==> src/sv/msga_pkg.sv <==
// shared types and constants of the coarse-level scatter-add / gather block
package msga_pkg;

    localparam int COARSE_ENTRIES_DEF = 1024;
    localparam int INDEX_W            = 11;
    localparam int VALUE_W            = 32;
    localparam int SUM_W              = 40;

    typedef enum logic [1:0] {
        OP_CLEAR = 2'd0,
        OP_ADD   = 2'd1,
        OP_WRITE = 2'd2,
        OP_READ  = 2'd3
    } op_t;

    typedef enum logic [1:0] {
        ST_SWEEP,
        ST_IDLE,
        ST_EXEC
    } state_t;

    // controller to datapath
    typedef struct packed {
        logic capture;
        logic exec;
        logic sweep;
    } msga_cmd_t;

    // datapath to controller
    typedef struct packed {
        logic sweep_last;
        logic op_read;
        logic op_clear_in;
        logic out_blocked;
    } msga_stat_t;

endpackage

==> src/sv/msga_ctrl.sv <==
// controller: sweep after reset and clear, accept, execute
module msga_ctrl
    import msga_pkg::*;
(
    input  logic       clk,
    input  logic       rst_n,
    input  logic       req_valid,
    output logic       req_ready,
    input  msga_stat_t stat,
    output msga_cmd_t  cmd
);

    state_t state_reg;
    state_t state_next;

    always_ff @(posedge clk or negedge rst_n)
    begin
        if (!rst_n)
        begin
            state_reg <= ST_SWEEP;
        end
        else
        begin
            state_reg <= state_next;
        end
    end

    always_comb
    begin
        state_next  = state_reg;
        req_ready   = 1'b0;
        cmd.capture = 1'b0;
        cmd.exec    = 1'b0;
        cmd.sweep   = 1'b0;
        case (state_reg)
            ST_SWEEP:
            begin
                cmd.sweep = 1'b1;
                if (stat.sweep_last)
                begin
                    state_next = ST_IDLE;
                end
            end
            ST_IDLE:
            begin
                req_ready = 1'b1;
                if (req_valid)
                begin
                    cmd.capture = 1'b1;
                    state_next  = stat.op_clear_in ? ST_SWEEP : ST_EXEC;
                end
            end
            ST_EXEC:
            begin
                // a read waits until the output register can take it
                if (!(stat.op_read && stat.out_blocked))
                begin
                    cmd.exec   = 1'b1;
                    state_next = ST_IDLE;
                end
            end
            default:
            begin
                state_next = ST_SWEEP;
            end
        endcase
    end

endmodule

==> config.mk <==
export PLATFORM = sky130hd
export DESIGN_NAME = msga_ctrl
export DESIGN_NICKNAME = d
export VERILOG_FILES = /design/src/sv/msga_pkg.sv /design/src/sv/msga_ctrl.sv
export SDC_FILE = /design/constraint.sdc
export NUM_CORES = 1
export LEC_CHECK = 0
export ABC_AREA = 1
export BUFFER_PORTS_ARGS = -buffer_cell sky130_fd_sc_hd__clkbuf_2
export CORE_AREA = 2 2 39 41
export CTS_CLUSTER_DIAMETER = 120
export DETAILED_ROUTE_END_ITERATION = 16
export DIE_AREA = 0 0 41 43
export PLACE_DENSITY = 0.3
export SETUP_SLACK_MARGIN = 0.5
export SYNTH_ARGS = -nofsm -noshare
export SYNTH_HDL_FRONTEND = slang
export SYNTH_SLANG_ARGS = --single-unit
==> constraint.sdc <==
create_clock -name clk -period 0.97 [get_ports clk]
set_input_delay 0.194 -clock clk [delete_from_list [all_inputs] [get_ports clk]]
set_output_delay 0.194 -clock clk [all_outputs]
set_load 0.02 [all_outputs]
==> results of run 1 <==
-- power groups by stage --
stage	clock (mW)	combinational (mW)	sequential, mW
final	0.182	0.632	0.211
after global routing	0.200	0.686	0.223
after CTS	0.195	0.619	0.212
after detailed placement	0	0.428	0.224
after global placement	0	0.426	0.225
after floorplan	0	0.316	0.212
-- area by class of cell --
type	instances	area, um2	share of cell area [%]
multi-input cells	12	96.3	29.7
well taps	16	20.0	6.18
flip-flops and latches	2	52.6	16.2
inverters	5	21.3	6.56
clock buffers	3	22.5	6.95
repair buffers	13	111	34.4
-- worst reg2reg max path, stage by stage, from the launching register on --
cell     delay [ns]
dfrtp_2        0.43
buf_4          0.16
nor2_4         0.08
nand2_1        0.07
nand4_1        0.09
nand2_1        0.06
-- logic make-up after synthesis --
family | after synthesis | synth area share [%]
AO/OA/AOI/OAI | 2 | 9.71
buffers and inverters | 5 | 14.6
flip-flops | 2 | 38.8
AND/OR/NAND/NOR | 10 | 36.9
-- layer usage --
layer  track usage, %  part of all wire [%]  wire, um
met5                0                     0         0
met4             8.00                   2.2         9
met3             1.57                    15        63
met2             6.88                    38       157
met1             8.04                    45       186
-- cells in the final DEF, fill, tap and decap left out --
cell	instances
clkbuf_2	6
dlygate4sd3_1	1
buf_4	2
buf_8	1
nand2_1	4
nor3_4	1
inv_2	1
dfrtp_2	2
nand3_1	1
a211oi_4	1
nand4_1	2
nor2_4	2
clkbuf_8	3
o21ai_1	1
inv_4	1
clkbuf_4	3
inv_1	3
-- stage by stage --
stage	setup TNS (ns)	cell area, um2	worst slack, ns
floorplan	0	168	0.00901
global placement	-0.143	238	-0.0823
detailed placement	-0.149	238	-0.0899
CTS	-1.18	323	-0.302
global route	-1.40	324	-0.347
finish	-1.06	324	-0.290
-- timing repair --
action,4_1_cts,5_1_grt
hold endpoints to repair,2,0
setup buffers,2,0
endpoints found under the setup margin,6,6
hold buffers,1,0
pin swaps,1,1
resized for setup,8,1
-- how the worst max path moves through the flow --
stage                      start  endpoint  slack, ns  cells after the start
finish              state_reg[1]    cmd[1]      -0.29                      3
global route        state_reg[1]    cmd[1]      -0.35                      3
CTS                 state_reg[1]    cmd[1]      -0.30                      3
detailed placement  state_reg[1]    cmd[1]      -0.09                      3
global placement    state_reg[1]    cmd[1]      -0.08                      3
floorplan           state_reg[1]    cmd[1]      0.009                      2
==> metrics.md, run 1 <==
| Metric | Value |
|---|---|
| Clk sinks | 2 |
| CP Cell Sequence | inv_2, a211oi_4, clkbuf_8 |
| Number of remaining DRC errors | 0 |
| Hold Slack | between 0.2 and 0.25 ns |
| Most common cell in the netlist | nand2_1 |
| Antenna violations before repair | 0 |
| Drt wl/cell | approximately 8.2 um |
| Core ar. | 1380 um2 |
| Critical Path AT | 1.07 ns |
| Root buffer cell | clkbuf_4 |
| Routed vias/inst | about 3.6 |
| Failing checks | setup timing |
| Data required, critical path | between 0.7 and 0.8 ns |
| Worst slew pin tran | 0.174 ns |
| Lkg Pwr | 0.157 nW |
| Top cells by area in the synthesized netlist | dfrtp_1 39%, nand2_1 12%, nand4_1 9.7% |
| Final Hold Vio Count | 0 |
| Netlist cell types | 11 |
| Post-Place Cells | 45 |
| Synth area leader | dfrtp_1 |
| Layout cells sized above 1 | 65.7% |
| Die area | 1760 um2 |
| Worst Hold Depth | 4 |
| Inserted Clock Buffers | 3 |
| RR Endpoint | state_reg[0] |
| P per Cell Area | approximately 3200 nW/um2 |
| Initial DRC count | 1 |
| Post-route setup slack | -0.290 ns |
| CTS tree | done |
| Core Rows | 14 |
| Post-synth EDFFs | 0 |
| Hold Path End | state_reg[1] |
| Die Y | 43 um |
| GP Congestion | between 0.5 and 0.6 |
| Switching share of power | 42.4% |
| Hold Crit Class | primary input to flop |
| First-pass detailed-route iteration total | 2 |
| Via count | 186 |
| Synthesized instance count | 19 |
| Status | complete, but fails checks |
| Reg clk slew, reported paths | 0.03 ns |
| Sequential power share | around 21% |
| Relative slew slack | 88.4% |
| Final Core Density | 23.4% |
| Vias in the first global route | 176 |
| Register area share after synthesis | about two fifths |
| Clk_lat worst skew | between 0.2 and 0.25 ns |
| Clock share of power | 17.8% |
| Sw Pwr | 0.435 mW |
| Worst vdd ir | between 1 and 1.5 mV |
| CP endpoint kind | output port |
| Wirelength, routed | around 420 um |
| GRT Util Overall | ~6.2% |
| Area delta synth->final | 151% |
| Syn avg cell area | 6.78 um2 |
| Largest net degree at the start of global routing | 5 |
| Pwr Total | ~1.0 mW |
| Total gr overflow | 0 |
| CP bufs+invs | 2 |
| Post-synth top flop | dfrtp_1 |
| CP max stage delay | 0.40 ns |
| Critical Path Start Type | flop |
| Comb power frac | 61.6% |
| Reg2Reg Launch Point | state_reg[1] |
| ANT nets after route | 0 |
| Critical Path Fanout Max | 4 |
| Initial Util | 9.31% |
| Inserted Diodes | 0 |
| Fin cells | 51 |
| Die width | 41 um |
| Max FFs per register | 2 |
| Final setup viols | 6 |
| Clock buffer depth | 2 |
| Top cell type's share of synthesized area | 38.8% |
| CP max-delay cell | dfrtp_2 |
| First-pass GRT wire length | 683 um |
| Worst-case clock skew | 0.00174 ns |
| # fillers | 148 |
| Max Cap Viol | 0 |
| Worst hold path startpoint | stat[1] |
| Worst path top cell family by delay | flip-flops |
| Synth Net Count | 26 |
| Final period util | 130% |
| Layout Nets | 44 |
| Reg2reg setup slack | -0.03 ns |
| Final min period | 1.26 ns |
| RSZ-0062 raised after global routing | yes |
| Num ports | 11 |
| Fmax | between 700 and 800 MHz |
| DP HPWL | 331 um |
| Post-Synthesis Cell Area | between 100 and 150 um2 |
| Pint | 0.591 mW |
| Synthesis Warnings | 0 |
| Commonest cells in the netlist | 4 x nand2_1, 3 x inv_1, 2 x dfrtp_1, 2 x inv_2, 2 x nand4_1 |
| I/O Buffers | 10 |
| Max-slew violations | 0 |
| Worst-case reg-to-reg path depth | 5 |
| Ys async rst share | 100% |
| H-tree depth | 1 |
| FF+latch count, synth | 2 |
| Critical path class | flop to output port |
Note: power is estimated with default switching activity, not from simulation.
==> run 2, diff against run 1 <==
--- a/config.mk
+++ b/config.mk
@@ -5,12 +5,11 @@
 export SDC_FILE = /design/constraint.sdc
 export NUM_CORES = 1
 export LEC_CHECK = 0
-export ABC_AREA = 1
-export BUFFER_PORTS_ARGS = -buffer_cell sky130_fd_sc_hd__clkbuf_2
 export CORE_AREA = 2 2 39 41
 export CTS_CLUSTER_DIAMETER = 120
 export DETAILED_ROUTE_END_ITERATION = 16
 export DIE_AREA = 0 0 41 43
+export DONT_BUFFER_PORTS = 1
 export PLACE_DENSITY = 0.3
 export SETUP_SLACK_MARGIN = 0.5
 export SYNTH_ARGS = -nofsm -noshare
==> run 2 against run 1 <==
Compared with the run above:
- the flow still finishes with violations (setup timing)
- register-to-register slack worse by 0.11 ns
- via count down 28%
- utilization shrank 4.0 points
- critical endpoint unchanged
- critical path type unchanged
- combinational power shrank 43%
- fmax rose by 4.9%
- non-clock buffer count fell by 7
- cell count is 25% lower
- highest routed layer unchanged
- clock skew is essentially flat
==> metrics.md, run 2 <==
| Metric | Value |
|---|---|
| FF+latch count, synth | 2 (unchanged) |
| DP HPWL | 276 um (-17%) |
| Post-synthesis compound-gate area fraction | 28.6% (+19 points) |
| Hold Slack | 0.0856 ns (-0.157 ns) |
| Total gr overflow | 0 (unchanged) |
| Largest family of logic cells by synthesized area | compound AO/OA/AOI/OAI gates |
| Routed vias/inst | 3.53 (-3.3%) |
| Via count | 134 (-28%) |
| Fmax | 832 MHz (+4.9%) |
| Reg2reg setup slack | -0.14 ns (-0.11 ns) |
| Register Area | 51.3 um2 (-2.4%) |
| Post-synth EDFFs | 0 (unchanged) |
| Initial DRC count | 0 (-1) |
| Final setup viols | 6 (unchanged) |
| Final min period | 1.20 ns (-0.0586 ns) |
| Synthesized instance count | 13 (-6) |
| Lkg Pwr | 0.111 nW (-29%) |
| Top cells by area in the synthesized netlist | dfrtp_1 41%, nand2b_4 11%, o21ba_1 8.2% |
| H-tree depth | 1 (unchanged) |
| Critical Path Fanout Max | 5 (+1) |
| Syn avg cell area | 9.43 um2 (+39%) |
| Antenna violations before repair | 0 (unchanged) |
| Hold Crit Class | primary input to flop |
| Final Core Density | 19.4% (-4.0 points) |
| Post-synthesis xor/xnor area fraction | 0% (unchanged) |
| Largest net degree at the start of global routing | 6 (+1) |
| Final Hold Vio Count | 0 (unchanged) |
| P per Cell Area | 2590 nW/um2 (-18%) |
| Post-synth top flop | dfrtp_1 |
| Clock buffer depth | 2 (unchanged) |
| Critical Path AT | 1.01 ns (-0.06 ns) |
| RSZ-0062 raised after global routing | yes |
| Inserted Clock Buffers | 3 (unchanged) |
| Post-route setup slack | -0.232 ns (+0.0586 ns) |
| Pre-CTS setup slack | -0.0467 ns (+0.0432 ns) |
| Worst path top cell family by delay | flip-flops |
| Setup TNS Final | -0.989 ns (+0.0727 ns) |
| Number of remaining DRC errors | 0 (unchanged) |
| CP endpoint kind | output port |
| Area of the multi-input gates | 103 um2 (+6.5%) |
| Drt wl/cell | 10.1 um (+24%) |
| Reg clk slew, reported paths | 0.03 ns (about the same) |
| Root buffer cell | clkbuf_4 |
| Inserted Diodes | 0 (unchanged) |
| Die area | 1760 um2 (unchanged) |
| Synth area leader | dfrtp_1 |
| ANT nets after route | 0 (unchanged) |
| CP max-delay cell | dfrtp_2 |
| Final period util | 124% (-6.0 points) |
| Most frequent cells in the layout | 3 x clkbuf_4, 3 x buf_6, 2 x buf_4 |
| Simple logic cell fraction of the synthesized area | 21.4% (-15 points) |
| Vias in the first global route | 140 (-20%) |
| Synthesized-area fraction occupied by adder cells | 0% (unchanged) |
| Pwr Total | 0.696 mW (-32%) |
| Register area share after synthesis | 40.8% (+2.0 points) |
| I/O Buffers | 0 (-10) |
| Top cell type's share of synthesized area | 40.8% (+2.0 points) |
| Netlist cell types | 10 (-1) |
| Failing checks | setup timing |
| Synthesis Warnings | 0 (unchanged) |
| Clk_lat worst skew | 0.22 ns (about the same) |
| Critical Path Start Type | flop |
| Max FFs per register | 2 (unchanged) |
| Core ar. | 1380 um2 (unchanged) |
| Core Rows | 14 (unchanged) |
| Ys async rst share | 100% (unchanged) |
| Critical path class | flop to output port |
| Status | complete, but fails checks |
| CP max stage delay | 0.45 ns (+0.05 ns) |
| Relative slew slack | 79.2% (-9.2 points) |
| Data required, critical path | 0.78 ns (about the same) |
| # fillers | 158 (+6.8%) |
| Post-Synthesis Cell Area | 123 um2 (-4.9%) |
| Commonest cells in the netlist | 2 x dfrtp_1, 2 x inv_1, 2 x nor2_1 |
| Worst slew pin tran | 0.311 ns (+0.137 ns) |
| Die width | 41 um (unchanged) |
| Initial Util | 8.86% (-0.45 points) |
| CP bufs+invs | 0 (-2) |
| Area delta synth->final | 119% |
| Worst vdd ir | 0.434 mV (-66%) |
| GRT Util Overall | 5.82% (-0.40 points) |
| GP Congestion | 0.540 (-9.9%) |
| Num ports | 11 (unchanged) |
| Synth Net Count | 20 (-23%) |
| Die Y | 43 um (unchanged) |
| Post-synthesis mux area share | 0% (unchanged) |
| First-pass detailed-route iteration total | 1 (-1) |
| Wirelength, routed | 383 um (-7.9%) |
| First-pass GRT wire length | 531 um (-22%) |
| CP Cell Sequence | a211oi_4 |
| Layout cells sized above 1 | 72.7% (+7.0 points) |
| Max Cap Viol | 0 (unchanged) |
| CTS tree | done |
| Clk sinks | 2 (unchanged) |
| Worst-case clock skew | 0.00181 ns (+0.0000713 ns) |
| Layout Nets | 31 (-30%) |
| Max-slew violations | 0 (unchanged) |
[run 2: cell count changes in the layout (fill, tap and decap cells not counted), moves of 2 or more]
cell,change
inv_1,-2
nand2_1,-4
buf_6,+3
clkbuf_8,-3
nand4_1,-2
clkbuf_2,-6
[run 2: metal layers]
| layer | vias up | track usage [%] | part of all wire (%) |
|---|---|---|---|
| li1 | 64 | - | - |
| met5 | - | 0 | 0 |
| met1 | 62 | 3.54 | 28 |
| met2 | 6 | 6.88 | 60 |
| met4 | 0 | 12.0 | 5.0 |
| met3 | 2 | 3.66 | 6.3 |
[run 2: kinds of logic after synthesis]
group	Yosys count
AOI/OAI and AO/OA	4
buffers and inverters	3
DFF	2
and+or+nand+nor	4
[run 2: layout make-up]
class / count / area share, %
Clock buffer: 3 / 8.37
Inverter: 3 / 5.12
Multi-Input combinational cell: 8 / 38.1
Sequential cell: 2 / 19.1
Tap cell: 16 / 7.44
Timing Repair Buffer: 6 / 21.9
[run 2: where the power goes]
group	internal [mW]	total (mW)	switching, mW
logic	0.184	0.360	0.176
clock network	0.136	0.181	0.0443
registers	0.109	0.156	0.0472
[run 2: timing repair]
action,4_1_cts,5_1_grt
pin swaps,2,0
hold endpoints to repair,2,0
endpoints found under the setup margin,6,6
buffers inserted,2,1
hold buffers,1,0
resized for setup,3,2
[run 2: final timing paths]
path / cells after the start / endpoint / start
hold / removal: 1 / state_reg[1] / stat[1]
setup / recovery: 1 / cmd[1] / state_reg[0]
min in group asynchronous: 1 / state_reg[1] / rst_n
hold reg to reg: 2 / state_reg[1] / state_reg[0]
setup reg to reg: 4 / state_reg[1] / state_reg[1]
max in group asynchronous: 1 / state_reg[0] / rst_n
[run 2: through the flow]
stage	area, um2	std cells
floorplan	155	13
global placement	190	31
detailed placement	190	31
CTS	246	37
global route	269	38
finish	269	38
